<file path="src/pfa_pkg.sv">
// Shared types and constants of the partition fit allocator.
package pfa_pkg;

  localparam int PARTITIONS = 16;
  localparam int SIZE_BITS  = 16;
  localparam int AMT_W      = 16;
  localparam int IDX_W      = (PARTITIONS > 1) ? $clog2(PARTITIONS) : 1;
  localparam int CMP_W      = (SIZE_BITS > AMT_W) ? SIZE_BITS : AMT_W;

  localparam logic [1:0] FIT_FIRST = 2'd0;
  localparam logic [1:0] FIT_BEST  = 2'd1;
  localparam logic [1:0] FIT_WORST = 2'd2;

  localparam logic [1:0] REG_FIT_MODE  = 2'd0;
  localparam logic [1:0] REG_PART_CNT  = 2'd1;

  localparam logic REQ_LOAD  = 1'b0;
  localparam logic REQ_ALLOC = 1'b1;

  typedef struct packed {
    logic                 vld;
    logic                 found;
    logic [IDX_W-1:0]     pick;
    logic [SIZE_BITS-1:0] left;
    logic [SIZE_BITS-1:0] prev_size;
  } pfa_tok_t;

  typedef struct packed {
    logic active;
    logic we;
  } pfa_cell_ctl_t;

endpackage

</file>
<file path="src/pfa_cell.sv">
// One partition cell: holds a free size and refines the passing search token.
module pfa_cell
  import pfa_pkg::*;
(
  input  logic                 clk,
  input  logic                 rst_n,
  input  logic [IDX_W-1:0]     my_idx,
  input  pfa_cell_ctl_t        ctl,
  input  logic [SIZE_BITS-1:0] wdata,
  input  logic [1:0]           fit_mode,
  input  logic [AMT_W-1:0]     amount,
  input  pfa_tok_t             tok_in,
  output pfa_tok_t             tok_out
);

  logic [SIZE_BITS-1:0] size_r;
  pfa_tok_t             tok_r;
  pfa_tok_t             tok_nxt;
  logic [CMP_W-1:0]     left_ext;
  logic [SIZE_BITS-1:0] left;
  logic                 fits;
  logic                 take;

  always_comb begin
    left_ext = CMP_W'(size_r) - CMP_W'(amount);
    left     = SIZE_BITS'(left_ext);
    fits     = ctl.active && (CMP_W'(amount) <= CMP_W'(size_r));
    case (fit_mode)
      FIT_FIRST: take = fits && !tok_in.found;
      FIT_BEST:  take = fits && (!tok_in.found || (left < tok_in.left));
      FIT_WORST: take = fits && (!tok_in.found || (left > tok_in.left));
      default:   take = 1'b0;
    endcase
    tok_nxt = tok_in;
    if (take) begin
      tok_nxt.found     = 1'b1;
      tok_nxt.pick      = my_idx;
      tok_nxt.left      = left;
      tok_nxt.prev_size = size_r;
    end
  end

  always_ff @(posedge clk) begin
    if (ctl.we) begin
      size_r <= wdata;
    end
  end

  always_ff @(posedge clk) begin
    if (!rst_n) begin
      tok_r.vld <= 1'b0;
    end else begin
      tok_r.vld <= tok_nxt.vld;
    end
    tok_r.found     <= tok_nxt.found;
    tok_r.pick      <= tok_nxt.pick;
    tok_r.left      <= tok_nxt.left;
    tok_r.prev_size <= tok_nxt.prev_size;
  end

  assign tok_out = tok_r;

endmodule

</file>
<file path="src/partition_fit_allocator_unit.sv">
// Top level of the partition fit allocator: a row of partition cells and its control.
// A request walks the cell row one cell per cycle: it is registered in start_r, in each
// cell, in the result register and then in the output register, and the next item is
// taken only once the result is in the output register. A load writes the addressed
// cell's free size and gives no result.
// Synchronous active-low reset clears control, configuration and numbering; the
// free-size table is undefined until loaded.
module partition_fit_allocator_unit
  import pfa_pkg::*;
(
  input  logic        clk,
  input  logic        rst_n,
  input  logic        in_tvalid,
  output logic        in_tready,
  input  logic [23:0] in_tdata,   // slot_index[3:0], amount[19:4], zero padding
  input  logic        in_tuser,   // req_type
  input  logic        in_tlast,   // last_request
  output logic        out_tvalid,
  input  logic        out_tready,
  output logic [39:0] out_tdata,  // request_number[15:0], granted[16],
                                  // chosen_slot[20:17], size_before[36:21], padding
  input  logic        cfg_valid,
  output logic        cfg_ready,
  input  logic [1:0]  cfg_index,
  input  logic [4:0]  cfg_data
);

  logic [1:0]           fit_mode_r;
  logic [4:0]           part_cnt_r;
  logic                 busy_r;
  logic                 start_r;
  logic [AMT_W-1:0]     amt_r;
  logic [15:0]          cnt_r;
  logic [15:0]          num_r;
  logic                 fin_v_r;
  pfa_tok_t             fin_r;
  logic [15:0]          fin_num_r;
  logic                 out_vld_r;
  logic [39:0]          out_data_r;

  logic [3:0]           in_slot;
  logic [AMT_W-1:0]     in_amt;
  logic                 in_acc;
  logic                 ld_acc;
  logic                 rq_acc;
  logic                 out_free;
  logic                 fin_move;
  pfa_tok_t             tok [0:PARTITIONS];
  pfa_tok_t             tok_end;
  logic                 upd;
  logic [SIZE_BITS-1:0] wdata;

  assign in_slot   = in_tdata[3:0];
  assign in_amt    = in_tdata[19:4];
  assign in_tready = !busy_r;
  assign cfg_ready = 1'b1;
  assign in_acc    = in_tvalid && in_tready;
  assign ld_acc    = in_acc && (in_tuser == REQ_LOAD);
  assign rq_acc    = in_acc && (in_tuser == REQ_ALLOC);
  assign out_free  = !out_vld_r || out_tready;
  assign fin_move  = fin_v_r && out_free;
  assign tok_end   = tok[PARTITIONS];
  assign upd       = tok_end.vld && tok_end.found;
  assign wdata     = ld_acc ? SIZE_BITS'(in_amt) : tok_end.left;

  always_comb begin
    tok[0]        = '0;
    tok[0].vld    = start_r;
  end

  for (genvar i = 0; i < PARTITIONS; i++) begin : g_cell
    pfa_cell_ctl_t ctl;
    always_comb begin
      ctl.active = int'(part_cnt_r) > i;
      ctl.we     = (ld_acc && (int'(in_slot) == i)) ||
                   (upd && (tok_end.pick == IDX_W'(i)));
    end
    pfa_cell u_cell (
      .clk      (clk),
      .rst_n    (rst_n),
      .my_idx   (IDX_W'(i)),
      .ctl      (ctl),
      .wdata    (wdata),
      .fit_mode (fit_mode_r),
      .amount   (amt_r),
      .tok_in   (tok[i]),
      .tok_out  (tok[i+1])
    );
  end

  always_ff @(posedge clk) begin
    if (!rst_n) begin
      fit_mode_r <= FIT_FIRST;
      part_cnt_r <= '0;
      busy_r     <= 1'b0;
      start_r    <= 1'b0;
      cnt_r      <= '0;
      fin_v_r    <= 1'b0;
      out_vld_r  <= 1'b0;
    end else begin
      if (cfg_valid && cfg_ready) begin
        unique case (cfg_index)
          REG_FIT_MODE: fit_mode_r <= cfg_data[1:0];
          REG_PART_CNT: part_cnt_r <= cfg_data;
          default: ;
        endcase
      end
      start_r <= rq_acc;
      if (rq_acc) begin
        busy_r <= 1'b1;
        cnt_r  <= in_tlast ? 16'd0 : cnt_r + 16'd1;
      end else if (fin_move) begin
        busy_r <= 1'b0;
      end
      if (tok_end.vld) begin
        fin_v_r <= 1'b1;
      end else if (fin_move) begin
        fin_v_r <= 1'b0;
      end
      if (fin_move) begin
        out_vld_r <= 1'b1;
      end else if (out_tready) begin
        out_vld_r <= 1'b0;
      end
    end
  end

  always_ff @(posedge clk) begin
    if (rq_acc) begin
      amt_r <= in_amt;
      num_r <= cnt_r;
    end
    if (tok_end.vld) begin
      fin_r     <= tok_end;
      fin_num_r <= num_r;
    end
    if (fin_move) begin
      out_data_r[15:0]  <= fin_num_r;
      out_data_r[16]    <= fin_r.found;
      out_data_r[20:17] <= fin_r.found ? 4'(fin_r.pick) : 4'd0;
      out_data_r[36:21] <= fin_r.found ? 16'(fin_r.prev_size) : 16'd0;
      out_data_r[39:37] <= 3'd0;
    end
  end

  assign out_tvalid = out_vld_r;
  assign out_tdata  = out_data_r;

`ifndef SYNTHESIS
  a_end_busy: assert property (@(posedge clk) disable iff (!rst_n)
    tok_end.vld |-> busy_r)
    else $error("search token left the cell row while idle");
  a_fin_busy: assert property (@(posedge clk) disable iff (!rst_n)
    fin_v_r |-> busy_r)
    else $error("pending result without a request in flight");
  a_single_start: assert property (@(posedge clk) disable iff (!rst_n)
    start_r |=> !start_r)
    else $error("two searches started back to back");
  a_no_accept_busy: assert property (@(posedge clk) disable iff (!rst_n)
    (busy_r && !fin_move) |=> !start_r)
    else $error("request accepted while a search was running");
`endif

endmodule
</file>
<file path="config.mk">
export PLATFORM = sky130hd
export DESIGN_NAME = partition_fit_allocator_unit
export DESIGN_NICKNAME = d
export VERILOG_FILES = /design/src/pfa_pkg.sv /design/src/pfa_cell.sv /design/src/partition_fit_allocator_unit.sv
export SDC_FILE = /design/constraint.sdc
export NUM_CORES = 2
export LEC_CHECK = 0
export BUFFER_PORTS_ARGS = -buffer_cell sky130_fd_sc_hd__buf_4
export CORE_AREA = 2 2 303 305
export DETAILED_ROUTE_END_ITERATION = 10
export DIE_AREA = 0 0 305 307
export HOLD_SLACK_MARGIN = 0.15
export PLACE_DENSITY_LB_ADDON = 0.08
export RECOVER_POWER = 25
export SLEW_MARGIN = 25
export SYNTH_ARGS = -nofsm -noshare
export SYNTH_HDL_FRONTEND = slang
export SYNTH_SLANG_ARGS = --single-unit
</file>
<file path="constraint.sdc">
create_clock -name clk -period 7.5 [get_ports clk]
set_input_delay 1.5 -clock clk [delete_from_list [all_inputs] [get_ports clk]]
set_output_delay 1.5 -clock clk [all_outputs]
set_load 0.02 [all_outputs]
</file>
==> results.yml <==
outcome:
  status: "finished, violations left"
  failed_checks: "capacitance limit, slew limit"
drt:
  viasPerCell: 5.686
  dr.pass1.iters: 6
  vias: 33130
  drc: 0
  postRouteAntennaNets: 0
  drt_iter0_markers: 2684
  avgRoutedWirePerCell_um: 22.60
  wl_um: 131700
sta:
  period_share_pct: 86.04
  hold_ws_ns: 0.4022
  final-hold-violation-count: 0
  finClkSkew_ns: 0.03356
  setup_viol: 0
  setup_tns_ns: 0
  grt_setup_unrepaired: "no"
  worst-slew-pin-transition_ns: 2.395
  period_minus_slack_ns: 6.453
  final_max_slew_viol_count: 107
  fin_ws_ns: 1.047
  fmax_mhz: 155.0
  slew_headroom_pct: -59.68
logic_synthesis:
  ys.warnings.count: 0
  synthCells: 4394
  synth_top_area_cell: "dfxtp_1"
  ys_seq_area_share_pct: 47.06
  async_reset_ff_share_pct: 0
  synth_common_cells: "dfxtp_1 (620), ha_1 (499), mux2_2 (417), inv_1 (392), edfxtp_1 (362)"
  synth.area.top_cells: "dfxtp_1 (25%), edfxtp_1 (22%), ha_1 (13%), mux2_2 (9.5%), inv_1 (3.0%)"
  synth_flop_cell: "dfxtp_1"
  synthDistinctLibCells: 92
  syn_area_um2: 49470
  synth.top_cell.area_share_pct: 25.09
  ys_ff_latch: 982
  postSynthAreaPerCell_um2: 11.26
  yosysMostFrequentCell: "dfxtp_1"
  synth-edff-count: 362
cts:
  cts_tree: "built"
  cts_resized: 0
  h-tree-depth: 3
  clk_pin_slew_ns: 0.06
  clk_latency_ns: 0.71
  cts-root-buf: "clkbuf_16"
  postCtsHoldBufs: 0
  cts.sinks: 982
  cts_setup_buffers: 0
  clockBufferDepth: 3
  cts_buffers: 102
global_routing:
  grt_max_degree: 43
  grt_pass1_wl_um: 195200
  grt_pass1_vias: 31790
  grt_overflow: 0
  antenna_found_initial: 12
  grt_use_total_pct: 27.85
power_and_ir_drop:
  p_leak_nw: 22.76
  power.density_nw_per_um2: 247.4
  power.total_mw: 13.62
  ir_drop_v: 0.0001886
setup_path:
  path_cells: "clkinv_1 > buf_4 > ha_1 > nand3_1 > o21ai_1 > a31oi_1 > o311ai_0 > o21ai_0 > xnor2_1 > ha_1 > nand4_1 > nor3_1 > a2111oi_0 > o211ai_1 > mux2i_1 > a211oi_4 > buf_4 > mux2_2"
  slowest_delay_ns: 0.81
  criticalPathCategory: "register to register"
  rr_endpoint: "g_cell[6].u_cell.tok_out[20]$_DFF_P_"
  worstSetupEndpointType: "register"
  path_max_fanout: 31
  critPathTopFamily: "compound AO/OA/AOI/OAI gates"
  required_ns: 8.07
  reg2reg_depth: 18
  worstSetupStartpointType: "register"
  critPathBufInv: 3
  arrival_ns: 7.02
  rr_startpoint: "amt_r[5]$_DFFE_PP_"
  cp_slowest_cell: "clkinv_1"
  r2r_slack_ns: 1.05
floorplanning:
  rows: 111
  start_util_pct: 54.55
  core-area_um2: 90690
  die_w_um: 305
  die_h_um: 307
  die_area_um2: 93640
  ios: 81
finish:
  drive_gt1_share_pct: 17.41
  insertedDiodeCount: 0
  nets: 5107
  final_core_util_pct: 60.68
  syn2layout_area_growth_pct: 11.23
placement:
  gp_congestion: 0.9421
  port_buffers: 72
  place_ws_ns: 1.327
  place_hpwl_um: 96830
hold_path:
  hold_depth: 0
  hold_end: "fin_r[11]$_DFFE_PP_"
  hold_start: "g_cell[15].u_cell.tok_out[11]$_DFF_P_"
  hold_path_class: "register to register"
job:
  drv_cap: 3
==> cell type report <==
cell class | count | area [um^2]
Clock inverter | 61 | 620.6
Tap cell | 1186 | 1484
Fill cell | 7481 | 35660
Clock buffer | 130 | 2771
Multi-Input combinational cell | 2941 | 24340
Inverter | 392 | 1471
Sequential cell | 982 | 23280
Timing Repair Buffer | 135 | 1057
==> cells in the final DEF, fill, tap and decap left out, types with 14 or more instances in the layout <==
master	n
clkbuf_16	105
o21bai_1	22
clkinv_2	20
nor4_1	19
o22ai_1	18
mux2_4	43
xnor2_1	144
inv_1	391
o211ai_1	24
or3_1	28
nand4_1	68
nor2_1	201
a21oi_1	232
buf_4	104
mux2i_1	48
clkbuf_1	35
a31oi_1	25
xor2_1	48
nor3_1	68
o31ai_1	14
edfxtp_1	362
a21o_1	110
dfxtp_1	619
and2_0	17
o21a_1	58
ha_1	499
fa_1	16
nand3_1	73
and3_1	37
o21ai_0	138
a211oi_1	26
nand2b_1	45
and2_1	48
clkinv_1	15
nor2b_1	84
mux2_2	409
or2_2	40
nand2_1	134
==> metrics by stage <==
step,cells,area (um^2)
6_report,5827,55030
4_1_cts,5826,55080
2_1_floorplan,4396,49480
3_5_place_dp,5635,51690
5_1_grt,5827,55030
3_3_place_gp,5635,51670
==> cells by family after synthesis <==
logic type,count (synthesis),synth area share [%]
flip-flops,982,47.06
AND/OR/NAND/NOR,899,9.448
AO/OA/AOI/OAI,820,10.97
adder cells (fa/ha/maj),515,13.27
multiplexers,511,11.84
buffers and inverters,473,4.006
XOR/XNOR,192,3.399
other,2,0.01518
==> state kept, by name, indices dropped and copies added, names as in the netlist <==
signal                 count
cnt_r                     16
num_r                     16
amt_r                     16
g_cell.u_cell.tok_out    593
busy_r                     1
fit_mode_r                 2
fin_v_r                    1
start_r                    1
out_tdata                 37
g_cell.u_cell.size_r     256
out_tvalid                 1
part_cnt_r                 5
fin_num_r                 16
fin_r                     21
==> layer usage <==
layer	track usage (%)	up-vias	wire [um]
met2	45.16	894	60360
met5	0	-	26
met3	4.300	189	8429
met1	38.41	15810	59400
li1	-	16240	-
met4	8.485	4	3469
==> worst max-delay path by stage <==
stage,from,to,slack (ns),cells after the start
floorplan,amt_r[1]$_DFFE_PP_,g_cell[6].u_cell.tok_out[10]$_DFF_P_,1.80,18
global placement,amt_r[5]$_DFFE_PP_,g_cell[6].u_cell.tok_out[20]$_DFF_P_,1.45,17
detailed placement,amt_r[5]$_DFFE_PP_,g_cell[6].u_cell.tok_out[0]$_DFF_P_,1.33,17
CTS,amt_r[5]$_DFFE_PP_,g_cell[6].u_cell.tok_out[0]$_DFF_P_,1.33,17
global route,amt_r[5]$_DFFE_PP_,g_cell[6].u_cell.tok_out[0]$_DFF_P_,0.54,18
finish,amt_r[5]$_DFFE_PP_,g_cell[6].u_cell.tok_out[20]$_DFF_P_,1.05,18
==> report_power, final <==
group          leakage (nW)  internal (mW)  switching (mW)
clock network          1.66           2.94            2.18
registers              8.42           6.07           0.254
logic                  12.7          0.944            1.22
Note: power is estimated with default switching activity, not from simulation.
